[config.mk]
export PLATFORM = sky130hd
export DESIGN_NAME = sid_cell
export DESIGN_NICKNAME = d
export VERILOG_FILES = /design/src/sid_pkg.sv /design/src/sid_cell.sv
export SDC_FILE = /design/constraint.sdc
export NUM_CORES = 1
export LEC_CHECK = 0
export BUFFER_PORTS_ARGS = -buffer_cell sky130_fd_sc_hd__buf_2
export CAP_MARGIN = 25
export CELL_PAD_IN_SITES_DETAIL_PLACEMENT = 1
export CELL_PAD_IN_SITES_GLOBAL_PLACEMENT = 1
export CORE_MARGIN = 3
export CORE_UTILIZATION = 33
export DETAILED_ROUTE_END_ITERATION = 16
export PLACE_DENSITY_LB_ADDON = 0.1
export SETUP_SLACK_MARGIN = 0.15
export SLEW_MARGIN = 20
export SYNTH_ARGS = -nofsm -noshare
export SYNTH_HDL_FRONTEND = slang
export SYNTH_SLANG_ARGS = --single-unit
export TNS_END_PERCENT = 10
[constraint.sdc]
create_clock -name clock -period 3.9 [get_ports clock]
set_clock_uncertainty 0.1 [all_clocks]
set_input_delay 0.39 -clock clock [delete_from_list [all_inputs] [get_ports clock]]
set_output_delay 0.39 -clock clock [all_outputs]
set_load 0.02 [all_outputs]
[src/sid_pkg.sv]
// ----------------------------------------------------------------------------
// Signed integer divider package
// Shared widths, constants and the record that travels down the cell chain.
// ----------------------------------------------------------------------------
package sid_pkg;

   // Operand and result width.
   localparam int DataWidth = 32;

   // One register stage on the way in, one cell per quotient bit, one stage out.
   localparam int Latency = DataWidth + 2;

   typedef logic [DataWidth-1:0] word_type;

   // Largest and smallest signed values of the word.
   localparam word_type MaxValue = {1'b0, {(DataWidth-1){1'b1}}};
   localparam word_type MinValue = {1'b1, {(DataWidth-1){1'b0}}};

   // Control flags that ride along with each transaction.
   typedef struct packed {
      logic valid;   // stage holds a live transaction
      logic neg;     // quotient gets a negative sign
      logic dz;      // divisor was zero
      logic pos_a;   // dividend was greater than zero
   } ctl_type;

   // Payload of one division step.
   typedef struct packed {
      word_type rem;   // partial remainder
      word_type num;   // dividend magnitude, next bit at the top
      word_type quo;   // quotient bits developed so far
      word_type den;   // divisor magnitude
   } data_type;

endpackage

[src/sid_cell.sv]
// ----------------------------------------------------------------------------
// Divider cell
// One restoring shift-and-subtract step, registered, handed to the next cell.
// ----------------------------------------------------------------------------
module sid_cell (
   input  logic              clock,
   input  logic              reset,
   input  sid_pkg::ctl_type  ctl_in_i,
   input  sid_pkg::data_type data_in_i,
   output sid_pkg::ctl_type  ctl_out_o,
   output sid_pkg::data_type data_out_o
);

   sid_pkg::ctl_type  ctl_ff;
   sid_pkg::ctl_type  ctl_in;
   sid_pkg::data_type data_ff;
   sid_pkg::data_type data_in;

   logic [sid_pkg::DataWidth:0]   shifted;
   logic [sid_pkg::DataWidth+1:0] diff;
   logic                          fits;

   // Bring down the next dividend bit and try to subtract the divisor.
   always_comb begin
      shifted = {data_in_i.rem, data_in_i.num[sid_pkg::DataWidth-1]};
      diff    = {1'b0, shifted} - {2'b00, data_in_i.den};
      fits    = ~diff[sid_pkg::DataWidth+1];
   end

   // Keep the difference when it fits, otherwise restore the shifted remainder.
   always_comb begin
      ctl_in       = ctl_in_i;
      data_in.den  = data_in_i.den;
      data_in.num  = {data_in_i.num[sid_pkg::DataWidth-2:0], 1'b0};
      data_in.quo  = {data_in_i.quo[sid_pkg::DataWidth-2:0], fits};
      data_in.rem  = fits ? diff[sid_pkg::DataWidth-1:0] : shifted[sid_pkg::DataWidth-1:0];
   end

   // Only the valid flag needs a reset.
   always_ff @(posedge clock) begin
      if (reset) begin
         ctl_ff.valid <= 1'b0;
      end else begin
         ctl_ff.valid <= ctl_in.valid;
      end
      ctl_ff.neg   <= ctl_in.neg;
      ctl_ff.dz    <= ctl_in.dz;
      ctl_ff.pos_a <= ctl_in.pos_a;
      data_ff      <= data_in;
   end

   assign ctl_out_o  = ctl_ff;
   assign data_out_o = data_ff;

endmodule

==> metrics, run 1 <==
drt pass-1 iters=4; share of the synthesized area in the top cell type=0.520; setup_tns=0 ns; Reg clk slew, reported paths=0.07 ns; CTS tree=built; crit path buf inv count=4; 1st-iter DRT viols=167; slowest stage delay, CP=0.58 ns; Lkg Pwr=4.04 nW; Worst EP arrival=3.76 ns; initial antenna violation count=2; FF+latch count, synth=131; CTS Sinks=131; fin crit share=0.913; Overall Global Routing Usage=0.237; number of synthesis warnings=0; type of the worst setup path=primary input to flip-flop; Post-DP HPWL=13200 µm; ANT nets after route=0; commonest non-fill, non-tap cell in the layout=buf_2; core area=0.0148 mm²; Main synth FF type=dfxtp_1; Setup WS pre-CTS=0.338 ns; Req. time, crit path=4.10 ns; vias in the first global route=5344; worst vdd ir=0.293 mV; Via density=4.69; fmax=281 MHz; Fin. Hold Viols=0; P per Cell Area=500 mW/mm²; Async SR Flop Fraction=0; layout cells sized above 1=0.396; EDFF count, synth=0; worst hold path type=primary input to flip-flop; Rel. slew slack=0.645; TritonCTS Buffers=17; max-cap violation count=0; Die Width=130 µm; # setup viols final=0; Area Growth Syn to Fin=60.3%; WHS Endpoint=ctl_out_o[3]; Hold Path Stages=2; postcts setup bufs=0; Fillers=1660; sequential area share after synthesis=0.520; Net Count, Synth=622; Tot Pwr=4.05 mW; dpl cell area=0.00653 mm²; Setup WS post-layout=0.341 ns; unrepaired setup endpoints after global routing=no; post-synthesis cell count=455; synth unique cells=54; CP top delay family=simple AND/OR/NAND/NOR gates; CTS Buffer Depth=2; mean area per synthesized cell=11.1 µm²; CP max stage cell=or4_4; pin count of the biggest net entering global routing=21; H-tree levels=4; crit path cell chain=dlygate4sd3_1 -> buf_2 -> inv_1 -> ha_1 -> and4_1 -> nand3_1 -> or4_4 -> o21bai_4 -> a21oi_2 -> a31oi_4 -> buf_4 -> mux2_2; Max Slew Vio Count=0; Tmin final=3.56 ns; chip height=130 µm; IO Port Bufs=263; DRT Wirelength=20300 µm; Max FO, Critical Path=20; status=completed; largest cells by area after synthesis=dfxtp_1, ha_1, mux2_4; first-pass GRT wire length=30100 µm; starting density of the core=0.342; Finished Cell Area=0.00809 mm²; number of nets in the layout=995; # DRC=0; startpoint of the worst hold path=reset; most frequent cells in the layout=buf_2, dfxtp_1, dlygate4sd3_1; slew at the pin closest to its max-slew limit=0.527 ns; GRT overflow=0; I/O pin count=266; Core Rows=44; Startpoint Class=primary input; die area=0.0168 mm²; vias post-DR=4815; synthesized area=0.00505 mm²; Synth area leader=dfxtp_1; per-cell routed wire length=19.7 µm; gp weighted congestion=0.839; Worst Setup End Kind=flip-flop; CTS Root Cell=clkbuf_16
[synthesized netlist by cell type (all sizes together) (5+ instances only)]
cell / n
mux2i: 6
a21oi: 33
mux2: 27
o21a: 6
a211oi: 5
xnor2: 17
dfxtp: 131
o21ai: 18
o31ai: 5
nor2: 16
buf: 9
xor2: 7
a21o: 7
inv: 41
nand3: 5
nand2: 23
nand4: 6
ha: 32
nor3: 6
and3: 6
[routing by layer]
| metal | share of wire | routed length (µm) | GRT usage | up-vias |
|---|---|---|---|---|
| met5 | 0.00064 | 13 | 0 | - |
| met2 | 0.53 | 10700 | 0.441 | 178 |
| met4 | 0.028 | 559 | 0.100 | 2 |
| met3 | 0.067 | 1350 | 0.0660 | 35 |
| met1 | 0.38 | 7600 | 0.249 | 2263 |
| li1 | - | - | - | 2337 |
[repair_timing]
action                     CTS  global route
setup endpoints to repair    0             1
hold buffers                97             0
hold endpoints to repair    97             0
resized for setup            0             1
[power breakdown]
| group | internal, mW | switching (mW) |
|---|---|---|
| Sequential | 1.47 | 0.0397 |
| Combinational | 0.427 | 0.524 |
| Clock | 0.913 | 0.675 |
[final cells by class]
type	instances	area, µm²	area share
Antenna cell	1	2.50	0.000309
Clock buffer	18	439	0.0543
Clock inverter	14	143	0.0176
Inverter	41	154	0.0190
Multi-Input combinational cell	274	2190	0.271
Sequential cell	131	2620	0.324
Tap cell	184	230	0.0285
Timing Repair Buffer	363	2310	0.285
[through the flow]
step,util,std cells,hold slack [ns]
3_3_place_gp,0.443,896,0.393
2_1_floorplan,-,455,0.318
4_1_cts,0.548,1025,0.00601
5_1_grt,0.548,1026,0.0185
6_report,0.548,1026,0.0273
3_5_place_dp,0.443,896,0.394
[cell families after synthesis]
family	synth area share
flip-flops	0.520
AO/OA/AOI/OAI	0.136
AND/OR/NAND/NOR	0.0803
buffers and inverters	0.0478
adder cells (fa/ha/maj)	0.0833
multiplexers	0.0907
XOR/XNOR	0.0416
other	0.000743
[flip-flops by register name (all words and copies together), names as in the netlist]
| register | cells |
|---|---|
| data_out_o | 127 |
| ctl_out_o | 4 |
[how the worst max path moves through the flow]
stage | startpoint | cells after the start | slack (ns) | end
floorplan | data_in_i[95] | 12 | 0.90 | data_out_o[124]
global placement | data_in_i[95] | 13 | 0.38 | data_out_o[124]
detailed placement | data_in_i[95] | 13 | 0.34 | data_out_o[124]
CTS | data_in_i[0] | 13 | 0.31 | data_out_o[124]
global route | data_in_i[0] | 13 | 0.16 | data_out_o[124]
finish | data_in_i[19] | 12 | 0.34 | data_out_o[97]
No activity file was read; power rests on OpenSTA's default activity.
==> run 2, diff against run 1 <==
Settings changed: BUFFER_PORTS_ARGS -buffer_cell sky130_fd_sc_hd__buf_2 to default, CORE_UTILIZATION 33 to 48, CTS_BUF_LIST from default to sky130_fd_sc_hd__clkbuf_2 sky130_fd_sc_hd__clkbuf_4 sky130_fd_sc_hd__clkbuf_8, DONT_BUFFER_PORTS from default to 1, GPL_TIMING_DRIVEN from default to 1.
==> metrics, run 2 <==
status=stopped before the end; Stopped at=clock tree synthesis (4_1_cts); First Err=[ERROR RSZ-0060] Max buffer count reached.; number of synthesis warnings=0; I/O pin count=266; mean area per synthesized cell=11.1 µm²; post-synthesis cell count=455; CTS Root Cell=clkbuf_8; FF+latch count, synth=131; sequential area share after synthesis=0.520; postcts setup bufs=0; gp weighted congestion=0.820; Hold Buf Count CTS=124; most frequent cell after synthesis=dfxtp_1; Die Width=109 µm; Post-DP HPWL=11400 µm; Setup WS pre-CTS=0.417 ns; CTS Sinks=131; commonest cells in the netlist=dfxtp_1, inv_1, a21oi_1, ha_1, mux2_4; starting density of the core=0.505; chip height=109 µm; Net Count, Synth=622; Async SR Flop Fraction=0; Synth area leader=dfxtp_1; Core Rows=36; IO Port Bufs=0; TritonCTS Buffers=17; CTS Buffer Depth=2; share of the synthesized area in the top cell type=0.520; synth unique cells=54; cells resized by post-CTS repair=0; H-tree levels=4; EDFF count, synth=0; Main synth FF type=dfxtp_1; largest cells by area after synthesis=dfxtp_1, ha_1, mux2_4; synthesized area=0.00505 mm²
[run 2: cell counts after synthesis]
Identical to the previous run, type by type.
[run 2: through the flow]
step / instances / cell area (µm²)
after detailed placement: 582 / 5150
after global placement: 582 / 5150
after floorplan: 455 / 5050
[run 2: kinds of logic after synthesis]
group                    after synthesis  share of synthesized area
buffers and inverters                 50                     0.0478
AO/OA/AOI/OAI                        102                      0.136
AND/OR/NAND/NOR                       81                     0.0803
XOR/XNOR                              24                     0.0416
flip-flops                           131                      0.520
multiplexers                          33                     0.0907
other                                  1                   0.000743
adder cells (fa/ha/maj)               33                     0.0833
==> run 3, diff against run 2 <==
Settings changed: CELL_PAD_IN_SITES_DETAIL_PLACEMENT 1 to default, CELL_PAD_IN_SITES_GLOBAL_PLACEMENT 1 to default, CORE_UTILIZATION 48 to 40, CTS_BUF_LIST sky130_fd_sc_hd__clkbuf_2 sky130_fd_sc_hd__clkbuf_4 sky130_fd_sc_hd__clkbuf_8 to default, PLACE_DENSITY_LB_ADDON 0.1 to 0.15, SETUP_SLACK_MARGIN 0.15 to default.
==> metrics, run 3 (same netlist as run 1, synthesis figures left out) <==
TritonCTS Buffers=17; Area Growth Syn to Fin=35.7%; gp weighted congestion=0.835; commonest non-fill, non-tap cell in the layout=dfxtp_1; Tot Pwr=3.92 mW; worst hold path type=primary input to flip-flop; CTS Root Cell=clkbuf_16; Via density=4.95; most frequent cells in the layout=dfxtp_1, dlygate4sd3_1, inv_1; DRT Wirelength=14800 µm; Hold Buf Count CTS=100; I/O pin count=266; starting density of the core=0.415; pin count of the biggest net entering global routing=22; per-cell routed wire length=19.7 µm; Max FO, Critical Path=4; Worst EP arrival=3.28 ns; CTS Sinks=131; die area=0.0140 mm²; # setup viols final=0; max-cap violation count=0; ANT nets after route=0; postcts setup bufs=0; fin crit share=0.790; 1st-iter DRT viols=198; unrepaired setup endpoints after global routing=no; # DRC=0; Post-DP HPWL=10500 µm; fmax=325 MHz; CTS Buffer Depth=2; Tmin final=3.08 ns; Die Width=118 µm; max FFs per register=127; Core Rows=40; first-pass GRT wire length=22500 µm; Reg clk slew, reported paths=0.06 ns; Fillers=1011; Startpoint Class=primary input; Rel. slew slack=0.616; Worst Setup End Kind=flip-flop; status=completed; setup_tns=0 ns; vias in the first global route=3967; Lkg Pwr=3.04 nW; vias post-DR=3719; GRT overflow=0; P per Cell Area=572 mW/mm²; drt pass-1 iters=4; worst vdd ir=0.305 mV; CTS tree=built; area of the multi-input gates=0.00218 mm²; slew at the pin closest to its max-slew limit=0.570 ns; number of nets in the layout=738; cells resized by post-CTS repair=0; initial antenna violation count=1; register area=0.00262 mm²; layout cells sized above 1=0.115; chip height=118 µm; Overall Global Routing Usage=0.209; IO Port Bufs=0; type of the worst setup path=primary input to flip-flop; H-tree levels=4; core area=0.0122 mm²; Max Slew Vio Count=0; Req. time, crit path=4.10 ns; Fin. Hold Viols=0
run 3: metal layers:
layer  vias to the layer above  GRT usage  share of wire
met4                         0     0.0982          0.024
met1                      1707      0.220           0.37
li1                       1814          -              -
met3                        20     0.0856          0.084
met5                         -          0              0
met2                       178      0.362           0.52
run 3: path summary, 6_finish.rpt:
kind | from | end | slack [ns] | cells past startpoint
max | data_in_i[95] | data_out_o[124] | 0.82 | 12
min | ctl_in_i[3] | ctl_out_o[3] | 0.02 | 1
run 3: power by group:
group	leakage, nW	total (mW)	switching [mW]	internal, mW
registers	1.11	1.70	0.230	1.47
clock network	0.294	1.67	0.584	1.08
logic	1.64	0.550	0.249	0.301
run 3: critical path: stages:
cell	delay (ns)
inv_1	0.06
ha_1	0.19
inv_1	0.07
fa_1	0.42
a211oi_1	0.39
o211a_1	0.24
o31ai_1	0.12
o41a_1	0.47
a41oi_1	0.39
o21ai_0	0.11
a21boi_0	0.14
mux2_4	0.28
run 3: cell type report:
type	count	area share
clock buffers	18	0.0641
multi-input cells	274	0.319
well taps	168	0.0307
repair buffers	106	0.154
clock inverters	12	0.0267
inverters	41	0.0225
flip-flops and latches	131	0.383
diodes	1	0.000365
run 3: metrics by stage:
step	setup WS (ns)	hold WS, ns	utilization	std cells	cell area [µm²]
floorplan	0.895	0.318	-	455	5050
global placement	0.478	0.318	0.427	617	5190
detailed placement	0.438	0.318	0.427	617	5190
CTS	0.851	0.00108	0.560	747	6820
global route	0.633	-0.00544	0.563	751	6850
finish	0.819	0.0176	0.563	751	6850
==> run 4, diff against run 3 <==
Clock period 3.9 ns to 3.1 ns, I/O delays scaled along.
==> metrics, run 4 (same netlist as run 1, synthesis figures left out) <==
status=completed; die area=0.0140 mm²; Sw Ratio=0.284; Max FO, Critical Path=3; H-tree levels=4; first-pass GRT wire length=24300 µm; crit path buf inv count=3; postcts setup bufs=0; CTS tree=built; pin count of the biggest net entering global routing=22; most frequent cells in the layout=dfxtp_1, dlygate4sd3_1, inv_1; initial antenna violation count=0; Tot Pwr=4.98 mW; fmax=344 MHz; max FFs per register=127; Setup WS post-layout=0.196 ns; core area=0.0122 mm²; Worst Setup End Kind=flip-flop; slowest stage delay, CP=0.43 ns; type of the worst setup path=primary input to flip-flop; gp weighted congestion=0.829; Flop pwr share=0.431; worst hold path type=primary input to flip-flop; chip height=118 µm; drt pass-1 iters=5; per-cell routed wire length=19.5 µm; number of nets in the layout=787; Area Growth Syn to Fin=44.2%; vias in the first global route=4250; Reg clk slew, reported paths=0.06 ns; layout cells sized above 1=0.141; CTS Buffer Depth=2; GRT overflow=0; unrepaired setup endpoints after global routing=no; DRT Wirelength=15600 µm; fin crit share=0.937; Finished Cell Area=0.00728 mm²; 1st-iter DRT viols=245; Combinational Power Share=0.154; Die Width=118 µm; starting density of the core=0.415; Layout Cells excl Fill=801; dpl cells=639; Startpoint Class=primary input; worst vdd ir=0.383 mV; # DRC=0; Worst EP arrival=3.11 ns; P_int=3.56 mW; P_sw=1.41 mW; Overall Global Routing Usage=0.224; CP most frequent cell=inv_1; crit path cell chain=inv_1 -> ha_1 -> inv_1 -> fa_1 -> a211oi_1 -> o211a_1 -> o31ai_1 -> buf_4 -> a21oi_1 -> o21ai_0 -> a311oi_1 -> nor3_1 -> mux2_4; ANT nets after route=0; CTS Sinks=131; Via density=4.92; Lkg Pwr=3.26 nW; Core Rows=40; IO Port Bufs=0; Req. time, crit path=3.31 ns; I/O pin count=266; Fin. Hold Viols=0; vias post-DR=3943; Clock Power Share=0.416; Post-DP HPWL=10800 µm; CP max stage cell=a211oi_1; # setup viols final=0; TritonCTS Buffers=17; P per Cell Area=684 mW/mm²; CP top delay family=compound AO/OA/AOI/OAI gates; dpl cell area=0.00537 mm²; Max Slew Vio Count=0; CTS Root Cell=clkbuf_16; Setup WS pre-CTS=-0.152 ns; commonest non-fill, non-tap cell in the layout=dfxtp_1; Tmin final=2.90 ns; Diodes inserted=0; max-cap violation count=0
==> run 4: path summary, 6_finish.rpt <==
path              cells after the start               to  slack [ns]           from
setup / recovery                     13  data_out_o[126]        0.20  data_in_i[95]
hold / removal                        3   data_out_o[96]        0.09  data_in_i[95]
==> run 4: metal layers <==
layer	up-vias	track usage	routed length, µm
met1	1823	0.247	6030
met3	17	0.0722	1150
met5	-	0	0
li1	1923	-	-
met4	0	0.0850	298
met2	180	0.401	8120
==> run 4: power groups by stage <==
stage	Clock, mW	Sequential (mW)	Combinational (mW)
2_1_floorplan	0	2.13	0.498
3_3_place_gp	0	2.18	0.617
3_5_place_dp	0	2.18	0.622
4_1_cts	2.08	2.15	0.761
5_1_grt	2.16	2.15	0.843
6_report	2.07	2.14	0.765
==> run 4: per-stage QoR <==
| step | TNS [ns] | util | hold slack, ns |
|---|---|---|---|
| after CTS | 0 | 0.599 | 0.0483 |
| after floorplan | 0 | - | 0.238 |
| after global placement | -0.368 | 0.442 | 0.238 |
| after global routing | 0 | 0.599 | 0.0793 |
| final | 0 | 0.599 | 0.0882 |
| after detailed placement | -0.551 | 0.442 | 0.238 |
==> run 4: worst min-delay path, stage by stage <==
cell and delay, ns:
inv_1 0.07, buf_4 0.11, mux2i_1 0.05
==> run 4: area by class of cell <==
cell class,instances,area (µm²)
clock buffer,19,433
multi-input combinational,274,2180
timing repair buffer,155,1500
fill,990,4880
tap,168,210
sequential,131,2620
inverter,41,154
clock inverter,13,175
==> run 4: timing repair <==
| action | 4_1_cts | 5_1_grt |
|---|---|---|
| endpoints found under the hold margin | 129 | 0 |
| hold buffers | 130 | 0 |
| setup endpoints to repair | 0 | 0 |
| gates resized for setup | 0 | 0 |
