<file path="config.mk">
export PLATFORM = sky130hd
export DESIGN_NAME = sid_finish
export DESIGN_NICKNAME = d
export VERILOG_FILES = /design/src/sid_pkg.sv /design/src/sid_finish.sv
export SDC_FILE = /design/constraint.sdc
export NUM_CORES = 1
export LEC_CHECK = 0
export BUFFER_PORTS_ARGS = -buffer_cell sky130_fd_sc_hd__buf_2
export CORE_AREA = 4 4 71 73
export CTS_CLUSTER_DIAMETER = 120
export DETAILED_ROUTE_END_ITERATION = 6
export DIE_AREA = 0 0 75 77
export PLACE_DENSITY_LB_ADDON = 0.08
export SYNTH_ARGS = -nofsm -noshare
export SYNTH_HDL_FRONTEND = slang
export SYNTH_SLANG_ARGS = --single-unit
</file>
<file path="constraint.sdc">
create_clock -name clock -period 1.9 [get_ports clock]
set_input_delay 0.19 -clock clock [delete_from_list [all_inputs] [get_ports clock]]
set_output_delay 0.19 -clock clock [all_outputs]
set_load 0.02 [all_outputs]
</file>
<file path="src/sid_pkg.sv">
// ----------------------------------------------------------------------------
// Signed integer divider package
// Shared widths, constants and the record that travels down the cell chain.
// ----------------------------------------------------------------------------
package sid_pkg;

   // Operand and result width.
   localparam int DataWidth = 32;

   // One register stage on the way in, one cell per quotient bit, one stage out.
   localparam int Latency = DataWidth + 2;

   typedef logic [DataWidth-1:0] word_type;

   // Largest and smallest signed values of the word.
   localparam word_type MaxValue = {1'b0, {(DataWidth-1){1'b1}}};
   localparam word_type MinValue = {1'b1, {(DataWidth-1){1'b0}}};

   // Control flags that ride along with each transaction.
   typedef struct packed {
      logic valid;   // stage holds a live transaction
      logic neg;     // quotient gets a negative sign
      logic dz;      // divisor was zero
      logic pos_a;   // dividend was greater than zero
   } ctl_type;

   // Payload of one division step.
   typedef struct packed {
      word_type rem;   // partial remainder
      word_type num;   // dividend magnitude, next bit at the top
      word_type quo;   // quotient bits developed so far
      word_type den;   // divisor magnitude
   } data_type;

endpackage

</file>
<file path="src/sid_finish.sv">
// ----------------------------------------------------------------------------
// Divider result stage
// Applies the sign, saturates the one overflow case and handles a zero divisor.
// ----------------------------------------------------------------------------
module sid_finish (
   input  logic                clock,
   input  logic                reset,
   input  sid_pkg::ctl_type    ctl_i,
   input  sid_pkg::word_type   quo_i,
   output logic                valid_o,
   output sid_pkg::word_type   quotient_o,
   output logic                saturated_o,
   output logic                divide_by_zero_o
);

   logic              valid_ff;
   logic              valid_in;
   sid_pkg::word_type quotient_ff;
   sid_pkg::word_type quotient_in;
   logic              saturated_ff;
   logic              saturated_in;
   logic              dz_ff;
   logic              dz_in;

   // Pick the final quotient and flags.
   always_comb begin
      valid_in     = ctl_i.valid;
      dz_in        = ctl_i.dz;
      saturated_in = 1'b0;
      if (ctl_i.dz) begin
         quotient_in = ctl_i.pos_a ? sid_pkg::MinValue : sid_pkg::MaxValue;
      end else if (ctl_i.neg) begin
         quotient_in = '0 - quo_i;
      end else if (quo_i[sid_pkg::DataWidth-1]) begin
         // Minimum divided by minus one does not fit.
         quotient_in  = sid_pkg::MaxValue;
         saturated_in = 1'b1;
      end else begin
         quotient_in = quo_i;
      end
   end

   // The strobe is control state; the payload is not reset.
   always_ff @(posedge clock) begin
      if (reset) begin
         valid_ff <= 1'b0;
      end else begin
         valid_ff <= valid_in;
      end
   end

   always_ff @(posedge clock) begin
      quotient_ff  <= quotient_in;
      saturated_ff <= saturated_in;
      dz_ff        <= dz_in;
   end

   assign valid_o          = valid_ff;
   assign quotient_o       = quotient_ff;
   assign saturated_o      = saturated_ff;
   assign divide_by_zero_o = dz_ff;

endmodule

</file>
==> qor.txt, run 1 <==
Mapped Area = 1860 um^2
Post-CTS sizing = 0
Final Hold Vio Count = 0
Gpl congestion = 0.850
Final worst slack = 0.199 ns
Slew margin rel. = 0.640
Tcrit/Tclk final = 0.895
Crit path cell chain = buf_2 > inv_1 > ha_1 > or3b_2 > buf_4 > nor4_1 > xor2_1 > a211o_1 > nand2_1
Htree depth = 2
Slew Limit Fails = 0
Worst-path maximum fanout = 4
WP buf/inv = 3
Main synth FF type = dfxtp_1
Status = completed
Initial DRC Count = 168
VDD IR max = 0.294 mV
Die Height = 77 um
DR WL/cell = 14.4 um
Sequential share of the synthesized area = 0.377
Hold WC Path Type = input port to flip-flop
Finished Layout Cells = 382
Final setup violation count = 0
Detailed Route WL = 5510 um
Utilization after layout = 0.588
Post-CTS Setup Repair Bufs = 0
Total gr overflow = 0
Post-Syn Nets = 271
Top-level port count = 73
Core Box Area = 4350 um^2
Deepest clock path buffer count = 2
Clock Sinks = 35
Cells after Synth = 232
Post-CTS Hold Buffers = 0
Worst Setup End Kind = flip-flop
Critical path's largest stage delay = 0.52 ns
Power after layout = 1.76 mW
Layout cell share with drive strength beyond 1 = 0.373
Initial antenna violation count = 0
Critical Path Start Type = input port
Minimum clock period = 1.70 ns
Vias = 2,079
HPWL after DPL = 4110 um
PD cells = 687 nW/um^2
YS warnings = 0
Total track usage = 0.194
FP Rows = 24
Yosys reg bits = 35
Top achievable clock speed = 588 MHz
CP Class = input port to flip-flop
Area delta synth->final = 37.8%
# port buffers = 72
WP data arrival = 1.93 ns
Worst slew pin tran = 0.540 ns
Top sig layer = met4
Initial Utilization = 0.427
Maxcap violations = 0
Final Cell Area = 2560 um^2
RSZ-0062 raised after global routing = no
Largest net degree at the start of global routing = 21
Diodes inserted = 0
Met1 Wirelength = 2590 um
CTS root buf = clkbuf_8
Antenna Violating Nets Remaining = 0
Via/cell ratio = 5.44
DRC = 0
CTS buffer count = 5
Placed cell areas = 2470 um^2
Distinct cells, synth = 46
CP delay by family, top = simple AND/OR/NAND/NOR gates
Fillers = 410
Die X = 75 um
Met2 Wirelength = 2480 um
FFs w/ async S/R, synth = 0
Worst-path clk slew = 0.07 ns
# nets final = 368
Syn_area_per_cell = 8.01 um^2
Vias in the first global route = 1,893
Setup WS pre-CTS = -0.164 ns
Die area = 5780 um^2
CP max-delay cell = or3b_2
Cells after DPL = 374
Pre-antenna DRT Iters = 4
P_leak = 1.13 nW
Routed met3 length = 385 um
Critical Path RT = 2.13 ns
Post-synth EDFFs = 0
CTS tree = built
First-pass GRT wire length = 8820 um
==> report_power, final <==
part,switching [mW],internal [mW]
registers,0.0134,0.797
clock network,0.284,0.251
logic,0.255,0.159
==> area by class of cell <==
| type | count | area [um^2] | area share |
|---|---|---|---|
| clock buffers | 5 | 68.8 | 0.0269 |
| well taps | 52 | 65.1 | 0.0254 |
| clock inverters | 3 | 15.0 | 0.00586 |
| inverters | 2 | 7.51 | 0.00293 |
| multi-input cells | 177 | 1070 | 0.419 |
| repair buffers | 108 | 631 | 0.246 |
| flip-flops and latches | 35 | 701 | 0.274 |
==> Yosys cell counts, types with 3 or more instances <==
| master | number | area, um^2 |
|---|---|---|
| a211oi_1 | 4 | 30.0 |
| a21oi_1 | 25 | 125 |
| a311oi_1 | 4 | 35.0 |
| a31oi_1 | 5 | 31.3 |
| clkbuf_1 | 13 | 48.8 |
| dfxtp_1 | 35 | 701 |
| nand2_1 | 16 | 60.1 |
| nand2b_1 | 3 | 18.8 |
| nand3_1 | 9 | 45.0 |
| nand4_1 | 7 | 43.8 |
| nor2_1 | 16 | 60.1 |
| nor2b_1 | 4 | 25.0 |
| nor3_1 | 12 | 60.1 |
| nor3b_1 | 3 | 22.5 |
| nor4_1 | 8 | 50.1 |
| o211a_1 | 3 | 30.0 |
| o21ai_0 | 18 | 90.1 |
| o22ai_1 | 8 | 50.1 |
| or3_1 | 3 | 18.8 |
| or4_1 | 3 | 22.5 |
| xnor2_1 | 3 | 26.3 |
==> final timing paths <==
path,start,to,slack [ns],cells after the start
setup / recovery,quo_i[0],quotient_o[12],0.20,9
hold / removal,reset,valid_o,0.05,2
==> metrics by stage <==
step	hold slack [ns]	setup TNS, ns
4_1_cts	0.0422	0
6_report	0.0456	0
3_5_place_dp	0.354	-0.936
5_1_grt	0.0350	0
2_1_floorplan	0.218	0
3_3_place_gp	0.349	-0.561
==> cell families after synthesis <==
family	share of synthesized area
flip-flops	0.377
buffers and inverters	0.0491
AND/OR/NAND/NOR	0.292
AO/OA/AOI/OAI	0.251
XOR/XNOR	0.0188
multiplexers	0.00538
adder cells (fa/ha/maj)	0.00673
==> routing by layer <==
| metal | track usage | up-vias |
|---|---|---|
| li1 | - | 1069 |
| met1 | 0.274 | 933 |
| met2 | 0.287 | 71 |
| met3 | 0.0510 | 6 |
| met4 | 0.0534 | 0 |
| met5 | 0 | - |
==> placed cells by master, fill, tap and decap left out, types with 7 or more instances in the layout <==
cell / n
nor2_1: 16
nand3_1: 9
nand4_1: 7
a21oi_1: 25
nor3_1: 12
o21ai_0: 18
buf_4: 36
dfxtp_1: 35
nor4_1: 7
nand2_1: 16
o22ai_1: 8
buf_2: 72
==> registers in the layout, indices dropped and copies added, names as in the netlist <==
register	count
quotient_o	32
divide_by_zero_o	1
saturated_o	1
valid_o	1
Note: power is estimated with default switching activity, not from simulation.
==> run 2, diff against run 1 <==
- GPL_TIMING_DRIVEN: not set -> 0
==> run 2 against run 1 <==
Effect of this change: core utilization fell by 3.5 points; combinational power fell by 4%; wire length rose by 1.3%; sequential power barely moved; setup slack got worse by 0.071 ns; sequential share of layout area rose by 1.7 points; non-clock buffer count fell by 17; via count fell by 2.0%; cell count fell by 4.5%; first-iteration DRC count rose by 3.0%; worst hold slack improved by 0.014 ns; global-route usage fell by 0.34 points; critical endpoint is now quotient_o[30]; highest routed layer unchanged.
==> qor.txt, run 2 (synthesis gave the netlist of run 1 again) <==
Status = completed (unchanged)
Area delta synth->final = 29.5% (was 37.8%)
Worst-path clk slew = 0.07 ns (about the same)
Final setup violation count = 0 (unchanged)
Worst slew pin tran = 0.522 ns (was 0.540 ns)
PD cells = 746 nW/um^2 (was 687 nW/um^2)
Met1 GRT Util = 0.270 (was 0.274)
First-pass GRT wire length = 8830 um (was 8820 um)
Switching power share of the total = 0.295 (was 0.314)
Initial DRC Count = 173 (was 168)
Minimum clock period = 1.77 ns (was 1.70 ns)
CTS root buf = clkbuf_8 (unchanged)
Critical path's largest stage delay = 0.44 ns (was 0.52 ns)
Net Sw Power = 529 uW (was 552 uW)
Placed cell areas = 2280 um^2 (was 2470 um^2)
M3 GR Usage = 0.0458 (was 0.0510)
Die X = 75 um (unchanged)
Slew margin rel. = 0.652 (was 0.640)
Worst-path maximum fanout = 5 (was 4)
Fillers = 425 (was 410)
CTS buffer count = 5 (unchanged)
Total gr overflow = 0 (unchanged)
Antenna Violating Nets Remaining = 0 (unchanged)
Power after layout = 1.80 mW (was 1.76 mW)
Clock Sinks = 35 (unchanged)
Deepest clock path buffer count = 2 (unchanged)
RSZ-0062 raised after global routing = no (unchanged)
CP Class = input port to flip-flop (unchanged)
Final Cell Area = 2410 um^2 (was 2560 um^2)
Diodes inserted = 0 (unchanged)
CTS tree = built (unchanged)
Vias = 2,037 (was 2,079)
CP max-delay cell = or3b_4 (was or3b_2)
Final Hold Vio Count = 0 (unchanged)
FP Rows = 24 (unchanged)
Worst hold slack = 0.0594 ns (was 0.0456 ns)
HP Start = reset (unchanged)
Tcrit/Tclk final = 0.932 (was 0.895)
Via/cell ratio = 5.58 (was 5.44)
Worst Setup End Kind = flip-flop (unchanged)
Utilization after layout = 0.553 (was 0.588)
Register Area = 701 um^2 (unchanged)
Layout cell share with drive strength beyond 1 = 0.291 (was 0.373)
Initial Utilization = 0.427 (unchanged)
Die Height = 77 um (unchanged)
Critical Path RT = 2.10 ns (was 2.13 ns)
Htree depth = 2 (unchanged)
Hold endpoint = valid_o (unchanged)
Total track usage = 0.190 (was 0.194)
WP data arrival = 1.97 ns (was 1.93 ns)
Commonest non-fill, non-tap cell in the layout = buf_2 (unchanged)
Vias in the first global route = 1,847 (was 1,893)
VDD IR max = 0.392 mV (was 0.294 mV)
Core Box Area = 4350 um^2 (unchanged)
# port buffers = 71 (was 72)
Top-level port count = 73 (unchanged)
Clk pwr share = 0.329 (was 0.304)
Max FFs per register = 32 (unchanged)
DR WL/cell = 15.3 um (was 14.4 um)
# nets final = 351 (was 368)
Hold WC Path Type = input port to flip-flop (unchanged)
Critical Path Start Type = input port (unchanged)
Pre-antenna DRT Iters = 4 (unchanged)
Detailed Route WL = 5580 um (was 5510 um)
Sequential share of power = 0.451 (was 0.461)
Largest net degree at the start of global routing = 11 (was 21)
Hold path depth = 2 (unchanged)
Grt peak-use layer = met2 (unchanged)
Initial antenna violation count = 0 (unchanged)
Slew Limit Fails = 0 (unchanged)
Final worst slack = 0.129 ns (was 0.199 ns)
Met2 Track Usage GR = 0.287 (about the same)
Top achievable clock speed = 565 MHz (was 588 MHz)
Post-CTS Hold Buffers = 0 (unchanged)
Die area = 5780 um^2 (unchanged)
DRC = 0 (unchanged)
Gpl congestion = 0.880 (was 0.850)
Maxcap violations = 0 (unchanged)
Multi-input logic area = 1070 um^2 (about the same)
Combinational share of power = 0.220 (was 0.235)
Most frequent cells in the layout = 71 x buf_2, 35 x dfxtp_1, 25 x a21oi_1, 18 x o21ai_0 (was 72 x buf_2, 36 x buf_4, 35 x dfxtp_1, 25 x a21oi_1, 18 x o21ai_0)
Int Power = 1.27 mW (was 1.21 mW)
HPWL after DPL = 4000 um (was 4110 um)
Setup WS pre-CTS = -0.251 ns (was -0.164 ns)
Crit path cell chain = buf_2 > inv_1 > ha_1 > or3b_4 > nor3_4 > nand3_1 > o311a_1 > o31ai_1 (was buf_2 > inv_1 > ha_1 > or3b_2 > buf_4 > nor4_1 > xor2_1 > a211o_1 > nand2_1)
P_leak = 1.01 nW (was 1.13 nW)
==> run 2: worst max-delay path by stage <==
stage,slack [ns],startpoint,endpoint
5_1_grt,0.03,quo_i[0],quotient_o[30]
2_1_floorplan,0.07,quo_i[0],quotient_o[30]
4_1_cts,0.02,quo_i[0],quotient_o[30]
3_5_place_dp,-0.25,quo_i[0],quotient_o[30]
6_report,0.13,quo_i[0],quotient_o[30]
3_3_place_gp,-0.27,quo_i[0],quotient_o[30]
==> run 2: cell type report <==
| cell class | count | area share |
|---|---|---|
| inverters | 2 | 0.00312 |
| multi-input cells | 177 | 0.446 |
| well taps | 52 | 0.0270 |
| clock buffers | 8 | 0.0416 |
| flip-flops and latches | 35 | 0.291 |
| plain buffers | 17 | 0.0343 |
| repair buffers | 74 | 0.157 |
==> run 2: per-layer routing <==
layer	up-vias	wire, um
li1	1033	-
met1	923	2630
met2	74	2490
met3	7	409
met4	0	58
met5	-	0
==> run 2: metrics by stage <==
step,instances,TNS (ns)
3_3_place_gp,355,-3.03
6_report,365,0
3_5_place_dp,355,-3.06
5_1_grt,365,0
2_1_floorplan,232,0
4_1_cts,363,0
==> run 2: critical path, delay by kind of cell <==
family / cells / cell delay [ns]
and+or+nand+nor: 3 / 0.84
adders and majority gates: 1 / 0.20
buffers and inverters: 2 / 0.18
AOI/OAI and AO/OA: 2 / 0.56
==> run 2: repair_timing <==
action | CTS | global route
endpoints found under the setup margin | 0 | 5
resized for setup | 0 | 3
buffers inserted | 0 | 3
==> run 2: power by group through the flow <==
stage	Sequential, mW	Clock, mW	Combinational (mW)
after floorplan	0.914	0	0.136
after global placement	0.825	0	0.390
after detailed placement	0.825	0	0.392
after CTS	0.810	0.608	0.394
after global routing	0.816	0.636	0.428
final	0.810	0.591	0.396
==> run 3, diff against run 2 <==
- clock period: 1.9 -> 1.5 ns (I/O delays scaled with it)
==> run 3 against run 2 <==
Effect of this change: the flow now finishes with violations (setup timing); worst hold slack got worse by 0.048 ns; highest routed layer unchanged; combinational power rose by 40%; sequential cell count unchanged.
==> qor.txt, run 3 (synthesis gave the netlist of run 1 again) <==
Critical Path Start Type = input port (unchanged)
Gpl congestion = 0.827 (was 0.880)
Failing checks = setup timing
Worst-path maximum fanout = 4 (was 5)
Most frequent cells in the layout = 66 x buf_2, 35 x dfxtp_1, 23 x a21oi_1, 16 x o21ai_0, 16 x nor2_1 (was 71 x buf_2, 35 x dfxtp_1, 25 x a21oi_1, 18 x o21ai_0)
Utilization after layout = 0.625 (was 0.553)
Detailed Route WL = 5780 um (was 5580 um)
Initial Utilization = 0.427 (unchanged)
Worst Setup End Kind = flip-flop (unchanged)
Int Power = 1.53 mW (was 1.27 mW)
# port buffers = 71 (unchanged)
FP Rows = 24 (unchanged)
Die Height = 77 um (unchanged)
Final Hold Vio Count = 0 (unchanged)
PD cells = 811 nW/um^2 (was 746 nW/um^2)
Switching power share of the total = 0.309 (was 0.295)
Minimum clock period = 1.55 ns
Max FFs per register = 32 (unchanged)
Largest net degree at the start of global routing = 11 (unchanged)
DR WL/cell = 15.4 um (was 15.3 um)
WP data arrival = 1.76 ns (was 1.97 ns)
CTS tree = built (unchanged)
CTS root buf = clkbuf_8 (unchanged)
Deepest clock path buffer count = 2 (unchanged)
Initial antenna violation count = 0 (unchanged)
TNS Setup = -0.0949 ns (was 0 ns)
Top achievable clock speed = 645 MHz
Htree depth = 2 (unchanged)
VDD IR max = 0.489 mV (was 0.392 mV)
P_leak = 1.10 nW (was 1.01 nW)
Tcrit/Tclk final = 1.03
Antenna Violating Nets Remaining = 0 (unchanged)
Vias in the first global route = 1,962 (was 1,847)
Clk pwr share = 0.284 (was 0.329)
Clock Sinks = 35 (unchanged)
Core Box Area = 4350 um^2 (unchanged)
Net Sw Power = 681 uW (was 529 uW)
Final Cell Area = 2720 um^2 (was 2410 um^2)
Sequential share of power = 0.465 (was 0.451)
Layout cell share with drive strength beyond 1 = 0.412 (was 0.291)
Initial DRC Count = 115 (was 173)
Final setup violation count = 3 (was 0)
Final worst slack = -0.0516 ns (was 0.129 ns)
Total gr overflow = 0 (unchanged)
Combinational share of power = 0.250 (was 0.220)
Hold WC Path Type = input port to flip-flop (unchanged)
Placed cell areas = 2320 um^2 (was 2280 um^2)
DRC = 0 (unchanged)
Worst slew pin tran = 0.569 ns (was 0.522 ns)
Fillers = 404 (was 425)
Total track usage = 0.202 (was 0.190)
Commonest non-fill, non-tap cell in the layout = buf_2 (unchanged)
Pre-antenna DRT Iters = 5 (was 4)
Vias = 2,137 (was 2,037)
Die X = 75 um (unchanged)
# nets final = 363 (was 351)
Die area = 5780 um^2 (unchanged)
Maxcap violations = 0 (unchanged)
Via/cell ratio = 5.70 (was 5.58)
CTS buffer count = 5 (unchanged)
Critical Path RT = 1.70 ns (was 2.10 ns)
Top-level port count = 73 (unchanged)
RSZ-0062 raised after global routing = yes (was no)
Diodes inserted = 0 (unchanged)
CP Class = input port to flip-flop (unchanged)
Slew margin rel. = 0.621 (was 0.652)
Worst-path clk slew = 0.07 ns (about the same)
HPWL after DPL = 4080 um (was 4000 um)
Area delta synth->final = 46.4% (was 29.5%)
Slew Limit Fails = 0 (unchanged)
First-pass GRT wire length = 9160 um (was 8830 um)
Status = complete, but fails checks (was completed)
[run 3: cell count changes in the layout (fill, tap and decap cells not counted), moves of 4 or more]
cell	delta
buf_2	-5
buf_4	+11
buf_6	+5
nand3_1	-5
nand3_2	+4
nor4_1	-6
[run 3: metrics by stage]
step,std cells,hold slack (ns),power [mW],setup WS [ns]
6_report,375,0.0109,2.21,-0.0516
5_1_grt,375,0.00582,2.32,-0.108
4_1_cts,372,0.0130,2.19,-0.0408
3_5_place_dp,355,0.315,1.55,-0.564
3_3_place_gp,355,0.310,1.55,-0.596
2_1_floorplan,232,0.178,1.34,-0.221
[run 3: area by class of cell]
type	count	area [um^2]	area share
sequential	35	701	0.257
inverter	2	7.51	0.00276
clock buffer	6	72.6	0.0267
timing repair buffer	88	542	0.199
multi-input combinational	177	1260	0.463
tap	52	65.1	0.0239
buffer	15	73.8	0.0271
[run 3: path summary, 6_finish.rpt]
path	start	to	slack, ns	depth (start not counted)
worst max-delay path	quo_i[6]	quotient_o[30]	-0.05	6
worst min-delay path	reset	valid_o	0.01	2
[run 3: metal layers]
metal	up-vias	GRT usage	wire [um]
li1	1060	-	-
met1	977	0.277	2550
met2	86	0.300	2660
met3	14	0.0366	443
met4	0	0.0943	128
met5	-	0	0
[run 3: repair_timing]
action                     CTS  global route
hold buffers                 0             0
pin swaps                   11            20
setup endpoints to repair   17            28
resized for setup           20            27
buffers inserted            14             3
[run 3: power groups by stage]
stage	Combinational (mW)	Clock [mW]	Sequential [mW]
finish	0.553	0.627	1.03
global route	0.601	0.684	1.04
CTS	0.523	0.643	1.03
detailed placement	0.502	0	1.05
global placement	0.502	0	1.04
floorplan	0.179	0	1.16
[run 3: critical path, cell delays in order]
cell and delay [ns]:
buf_6 0.09, or4_4 0.58, nor3_4 0.26, nand3_2 0.10
o311a_1 0.33, o31ai_2 0.23
